==> src/rtl/oaht_pkg.sv <==
`timescale 1ns / 1ps
// ----------------------------------------------------------------------------
// oaht_pkg
// Shared types, codes and constants of the open-address hash table.
// ----------------------------------------------------------------------------
package oaht_pkg;

    localparam int TABLE_SIZE = 2048;
    localparam int SLOT_W     = $clog2(TABLE_SIZE);
    localparam int ADDR_W     = SLOT_W + 1;
    localparam int KEY_W      = 48;
    localparam int KIND_W     = 2;
    localparam int STATUS_W   = 3;

    localparam logic [KIND_W-1:0] KIND_INSERT = 2'd0;
    localparam logic [KIND_W-1:0] KIND_FIND   = 2'd1;
    localparam logic [KIND_W-1:0] KIND_DELETE = 2'd2;
    localparam logic [KIND_W-1:0] KIND_UNUSED = 2'd3;

    localparam logic [STATUS_W-1:0] RES_INSERTED  = 3'd0;
    localparam logic [STATUS_W-1:0] RES_DUPLICATE = 3'd1;
    localparam logic [STATUS_W-1:0] RES_FULL      = 3'd2;
    localparam logic [STATUS_W-1:0] RES_FOUND     = 3'd3;
    localparam logic [STATUS_W-1:0] RES_NOT_FOUND = 3'd4;
    localparam logic [STATUS_W-1:0] RES_DELETED   = 3'd5;
    localparam logic [STATUS_W-1:0] RES_BAD_KEY   = 3'd6;

    localparam logic [1:0] SLOT_EMPTY = 2'd0;
    localparam logic [1:0] SLOT_USED  = 2'd1;
    localparam logic [1:0] SLOT_TOMB  = 2'd2;

    localparam logic [7:0] DIGIT_LO  = 8'd48;
    localparam logic [7:0] DIGIT_HI  = 8'd57;
    localparam logic [7:0] LETTER_LO = 8'd65;
    localparam logic [7:0] LETTER_HI = 8'd90;

    // reciprocals for the hash: floor(2^40 / 10^6), floor(2^27 / 100)
    localparam logic [20:0] RECIP_MOD = 21'd1099511;
    localparam logic [19:0] MOD_VAL   = 20'd1000000;
    localparam logic [20:0] RECIP_DIV = 21'd1342177;
    localparam logic [6:0]  DIV_VAL   = 7'd100;

    typedef struct packed {
        logic              en;
        logic [SLOT_W-1:0] addr;
        logic [1:0]        state;
        logic [KEY_W-1:0]  key;
    } t_mem_wr;

    // ceil(2^12 / (3 * (i + 1)))
    function automatic logic [10:0] char_recip(input logic [2:0] idx);
        logic [10:0] m;
        case (idx)
            3'd0:    m = 11'd1366;
            3'd1:    m = 11'd683;
            3'd2:    m = 11'd456;
            3'd3:    m = 11'd342;
            3'd4:    m = 11'd274;
            3'd5:    m = 11'd228;
            default: m = 11'd0;
        endcase
        return m;
    endfunction

    function automatic logic key_ok(input logic [KEY_W-1:0] key);
        logic       ok;
        logic [7:0] c;
        ok = 1'b1;
        for (int i = 0; i < 6; i++) begin
            c = key[8*(5-i) +: 8];
            if (i >= 1 && i <= 3) begin
                if (c < DIGIT_LO || c > DIGIT_HI) ok = 1'b0;
            end else begin
                if (c < LETTER_LO || c > LETTER_HI) ok = 1'b0;
            end
        end
        return ok;
    endfunction

endpackage

==> src/rtl/oaht_hash.sv <==
`timescale 1ns / 1ps
// ----------------------------------------------------------------------------
// oaht_hash
// Home slot unit: one shared multiplier stepped through the character sum,
// the square and the reciprocal-based mod and divide.
// ----------------------------------------------------------------------------
module oaht_hash (
    input  logic                      i_clk,
    input  logic                      i_rst_n,
    input  logic                      i_start,
    input  logic [oaht_pkg::KEY_W-1:0] i_key,
    output logic                      o_done,
    output logic [oaht_pkg::SLOT_W-1:0] o_home
);

    localparam logic [3:0] H_IDLE = 4'd0;
    localparam logic [3:0] H_MQ   = 4'd1;
    localparam logic [3:0] H_MS   = 4'd2;
    localparam logic [3:0] H_SQ   = 4'd3;
    localparam logic [3:0] H_D1   = 4'd4;
    localparam logic [3:0] H_D2   = 4'd5;
    localparam logic [3:0] H_D3   = 4'd6;
    localparam logic [3:0] H_D4   = 4'd7;
    localparam logic [3:0] H_D5   = 4'd8;
    localparam logic [3:0] H_D6   = 4'd9;

    logic [3:0]  r_state;
    logic [2:0]  r_idx;
    logic [5:0]  r_q;
    logic [13:0] r_s;
    logic [28:0] r_t;
    logic [9:0]  r_q1;
    logic [20:0] r_r;
    logic [13:0] r_q2;
    logic        r_bump;
    logic        r_done;
    logic [oaht_pkg::SLOT_W-1:0] r_home;

    logic [6:0]  c;
    logic [29:0] mul_a;
    logic [20:0] mul_b;
    logic [50:0] prod;
    logic [28:0] d2_diff;
    logic [19:0] d5_diff;
    logic [13:0] home_sum;

    always_comb begin
        case (r_idx)
            3'd0:    c = i_key[46:40];
            3'd1:    c = i_key[38:32];
            3'd2:    c = i_key[30:24];
            3'd3:    c = i_key[22:16];
            3'd4:    c = i_key[14:8];
            3'd5:    c = i_key[6:0];
            default: c = 7'd0;
        endcase
    end

    // shared multiplier operand select
    always_comb begin
        case (r_state)
            H_MQ: begin
                mul_a = 30'(c);
                mul_b = 21'(oaht_pkg::char_recip(r_idx));
            end
            H_MS: begin
                mul_a = 30'(c);
                mul_b = 21'(r_q);
            end
            H_SQ: begin
                mul_a = 30'(r_s);
                mul_b = 21'(r_s);
            end
            H_D1: begin
                mul_a = 30'(r_t);
                mul_b = oaht_pkg::RECIP_MOD;
            end
            H_D2: begin
                mul_a = 30'(r_q1);
                mul_b = 21'(oaht_pkg::MOD_VAL);
            end
            H_D4: begin
                mul_a = 30'(r_r);
                mul_b = oaht_pkg::RECIP_DIV;
            end
            H_D5: begin
                mul_a = 30'(r_q2);
                mul_b = 21'(oaht_pkg::DIV_VAL);
            end
            default: begin
                mul_a = 30'd0;
                mul_b = 21'd0;
            end
        endcase
    end

    assign prod     = mul_a * mul_b;
    assign d2_diff  = r_t - prod[28:0];
    assign d5_diff  = r_r[19:0] - prod[19:0];
    assign home_sum = r_q2 + 14'(r_bump);

    always_ff @(posedge i_clk) begin
        if (!i_rst_n) begin
            r_state <= H_IDLE;
            r_idx   <= 3'd0;
            r_done  <= 1'b0;
        end else begin
            r_done <= 1'b0;
            case (r_state)
                H_IDLE: begin
                    if (i_start) begin
                        r_idx   <= 3'd0;
                        r_s     <= 14'd0;
                        r_state <= H_MQ;
                    end
                end
                H_MQ: begin
                    r_q     <= prod[17:12];
                    r_state <= H_MS;
                end
                H_MS: begin
                    r_s <= r_s + prod[13:0];
                    if (r_idx == 3'd5) begin
                        r_state <= H_SQ;
                    end else begin
                        r_idx   <= r_idx + 3'd1;
                        r_state <= H_MQ;
                    end
                end
                H_SQ: begin
                    r_t     <= {prod[27:0], 1'b0};
                    r_state <= H_D1;
                end
                H_D1: begin
                    r_q1    <= prod[49:40];
                    r_state <= H_D2;
                end
                H_D2: begin
                    r_r     <= d2_diff[20:0];
                    r_state <= H_D3;
                end
                H_D3: begin
                    if (r_r >= 21'(oaht_pkg::MOD_VAL)) begin
                        r_r <= r_r - 21'(oaht_pkg::MOD_VAL);
                    end
                    r_state <= H_D4;
                end
                H_D4: begin
                    r_q2    <= prod[40:27];
                    r_state <= H_D5;
                end
                H_D5: begin
                    r_bump  <= (d5_diff >= 20'(oaht_pkg::DIV_VAL));
                    r_state <= H_D6;
                end
                H_D6: begin
                    r_home  <= home_sum[oaht_pkg::SLOT_W-1:0];
                    r_done  <= 1'b1;
                    r_state <= H_IDLE;
                end
                default: begin
                    r_state <= H_IDLE;
                end
            endcase
        end
    end

    assign o_done = r_done;
    assign o_home = r_home;

endmodule

==> config.mk <==
export PLATFORM = sky130hd
export DESIGN_NAME = oaht_hash
export DESIGN_NICKNAME = d
export VERILOG_FILES = /design/src/rtl/oaht_pkg.sv /design/src/rtl/oaht_hash.sv
export SDC_FILE = /design/constraint.sdc
export NUM_CORES = 1
export LEC_CHECK = 0
export ABC_AREA = 0
export ABC_CLOCK_PERIOD_IN_PS = 29200
export BUFFER_PORTS_ARGS = -buffer_cell sky130_fd_sc_hd__buf_2
export CORE_MARGIN = 1.5
export CORE_UTILIZATION = 48
export CTS_CLUSTER_SIZE = 25
export DETAILED_ROUTE_END_ITERATION = 12
export PLACE_DENSITY = 0.72
export SLEW_MARGIN = 10
export SYNTH_ARGS = -nofsm -noshare
export SYNTH_HDL_FRONTEND = slang
export SYNTH_SLANG_ARGS = --single-unit
==> constraint.sdc <==
create_clock -name i_clk -period 29.2 [get_ports i_clk]
set_input_delay 5.84 -clock i_clk [delete_from_list [all_inputs] [get_ports i_clk]]
set_output_delay 5.84 -clock i_clk [all_outputs]
set_load 0.01 [all_outputs]
==> results.ini <==
[status]
outcome = finished, violations left
violations = DRC

[drt]
wl_um = 75990
via_per_inst = 5.602
drc = 10
vias = 20060
drtPass1Iterations = 10
wl_per_cell_um = 21.22
final_antenna_net_count = 0
drt_iter0_drc = 1749

[power_and_ir_drop]
p_leak_nw = 13.37
vdd_ir_drop_max_uv = 161.9
p_per_area_nw_per_um2 = 54.00

[worst_setup_path]
cpMaxStageDelayCell = xor2_1
cp_max_fo = 14
slowest_delay_ns = 0.70
startpoint = i_key[43]
end_kind = flip-flop
r2r_cells = 39
cp_data_required_time_ns = 29.34
reg2reg_from = r_state[0]$_SDFFE_PN0P_
worst_r2r_endpoint = r_r[20]$_DFFE_PP_
startpoint_type = input pin
reg2reg_slack_ns = 17.69
critical_path_arrival_ns = 14.93
cpMostUsedCell = a21oi_1
critPathKind = input pin to flip-flop

[timing]
finalSetupTns_ns = 0
finalSetupViolCount = 0
slew_headroom = 0.2602
post-route-period-util = 0.5066
fin_worst_skew_ns = 0.01847
rsz0062_at_grt = false
drv_slew = 0
fmax_mhz = 67.61
hold_viol = 0
layout_min_cycle_time_ns = 14.79
max_slew.worst_pin.slew_ns = 1.105

[floorplan]
die-area_um2 = 54940
io_pins = 63
initial_core_util = 0.4871
die_h_um = 234.4
dieWidth_um = 234.4
core_um2 = 52760
rows = 84

[synth]
synth.most_common_cell = inv_1
synth_cells = 2750
async_reset_ff_frac = 0
synth_area_leaders = fa_1, edfxtp_1, ha_1, inv_1, nand2_1
yosysTopAreaCellShare = 0.3996
ys_ff_latch = 113
ys_seq_area_frac = 0.1289
synth_common_cells = inv_1, fa_1, nand2_1, ha_1, a21oi_1
yosys_most_used_dff = edfxtp_1
synth-edff-count = 105
ys_types = 81
synth_largest_area_cell = fa_1
synth_area_per_cell_um2 = 9.345
synthesis.area_um2 = 25700
ys_warn_count = 0

[cells_and_area]
fillers = 4827
area_growth_pct = 7.960
multi_input_comb_area_um2 = 20220
fin_area_um2 = 27750
drive_above_1_share = 0.05081
antennaDiodeCount = 0
nets = 3657
seq_area_um2 = 3313

[clock_network]
cts_setup_buffers = 0
post_cts_resized = 0
cts_sinks = 113
cts_made_buffers = 17
htreeDepth = 4
cts-root-buf = clkbuf_16
ctsLongestPathBuffers = 2
cts_hold_buf = 0
path_clk_slew_ns = 0.06
cts_tree = yes
clk_latency_ns = 0.43

[global_route]
grt_max_degree = 72
antenna_found_initial = 1
grt_usage = 0.2910
grt.overflow.total = 0
grt_pass1_vias = 21340
grt_pass1_wl_um = 119200

[placement]
io_buffers = 56
hpwl_um = 62720
postPlaceCellArea_um2 = 27160
gp_congestion = 1.023

[min_path]
hold_start = r_bump$_DFFE_PP_
worst_hold_path_type = flip-flop to flip-flop
worstHoldPathCells = 1
worstHoldEndpoint = o_home[0]$_DFFE_PP_

[job]
drv_cap = 0

kinds of logic after synthesis:
| kind of cell | after synthesis | synth area share |
|---|---|---|
| adder cells (fa/ha/maj) | 730 | 0.5049 |
| AND/OR/NAND/NOR | 704 | 0.1249 |
| buffers and inverters | 696 | 0.1025 |
| AO/OA/AOI/OAI | 377 | 0.09391 |
| XOR/XNOR | 114 | 0.03885 |
| flip-flops | 113 | 0.1289 |
| multiplexers | 14 | 0.005794 |
| other | 2 | 0.0002922 |
sequential cells by signal (all words and copies together) (netlist names):
register  cells
o_done        1
o_home       11
r_bump        1
r_idx         3
r_q           6
r_q1         10
r_q2         14
r_r          21
r_s          14
r_state       4
r_t          28
layout by cell type, fill, tap and decap left out, types with 59 or more instances in the layout:
master      n
fa_1      513
ha_1      213
nor2_1    131
inv_1     599
conb_1    120
nand2_1   353
edfxtp_1  105
xnor2_1    75
o21ai_0    59
a21oi_1   136
cell type report:
class                      instances  share of cell area
clock inverter                    15            0.005682
multi-input combinational       2059              0.7289
sequential                       113              0.1194
tap                              688             0.03103
timing repair buffer              85             0.01795
clock buffer                      17             0.01533
inverter                         604             0.08171
how the worst max path moves through the flow:
stage | to | cells after the start | slack, ns
floorplan | r_bump$_DFFE_PP_ | 32 | 15.70
global placement | r_r[20]$_DFFE_PP_ | 37 | 14.26
detailed placement | r_r[20]$_DFFE_PP_ | 37 | 14.15
CTS | r_r[20]$_DFFE_PP_ | 37 | 14.54
global route | r_r[20]$_DFFE_PP_ | 37 | 14.03
finish | r_r[20]$_DFFE_PP_ | 37 | 14.41
worst max-delay path, delay by kind of cell:
family / cells / cell delay [ns]
adder cells (fa/ha/maj): 9 / 3.48
AO/OA/AOI/OAI: 14 / 2.55
AND/OR/NAND/NOR: 7 / 1.57
XOR/XNOR: 2 / 0.88
buffers and inverters: 4 / 0.35
multiplexers: 1 / 0.26
through the flow:
stage / total power, mW / util / setup WS (ns) / hold WS [ns] / cells
floorplan: 0.9935 / - / 15.70 / 0.5128 / 2868
detailed placement: 1.268 / 0.5148 / 14.15 / 0.5921 / 3549
global placement: 1.250 / 0.5148 / 14.26 / 0.5848 / 3549
CTS: 1.491 / 0.5259 / 14.54 / 0.6079 / 3581
finish: 1.498 / 0.5259 / 14.41 / 0.5971 / 3581
global route: 1.624 / 0.5259 / 14.03 / 0.6085 / 3581
power breakdown:
group | leakage [nW] | internal, mW | switching, mW | total, mW
Clock | 0.278 | 0.126 | 0.0867 | 0.213
Combinational | 12.1 | 0.422 | 0.631 | 1.05
Sequential | 1.03 | 0.227 | 0.00530 | 0.232
Total | 13.4 | 0.776 | 0.723 | 1.50
routing by layer:
metal / vias up / wire length [µm] / track usage
met4: 0 / 3669 / 0.1286
met3: 191 / 6460 / 0.04888
met5: - / 0 / 0
met1: 10140 / 28630 / 0.3672
met2: 958 / 37220 / 0.4920
li1: 8772 / - / -
Power figures use the tool's default switching activity.
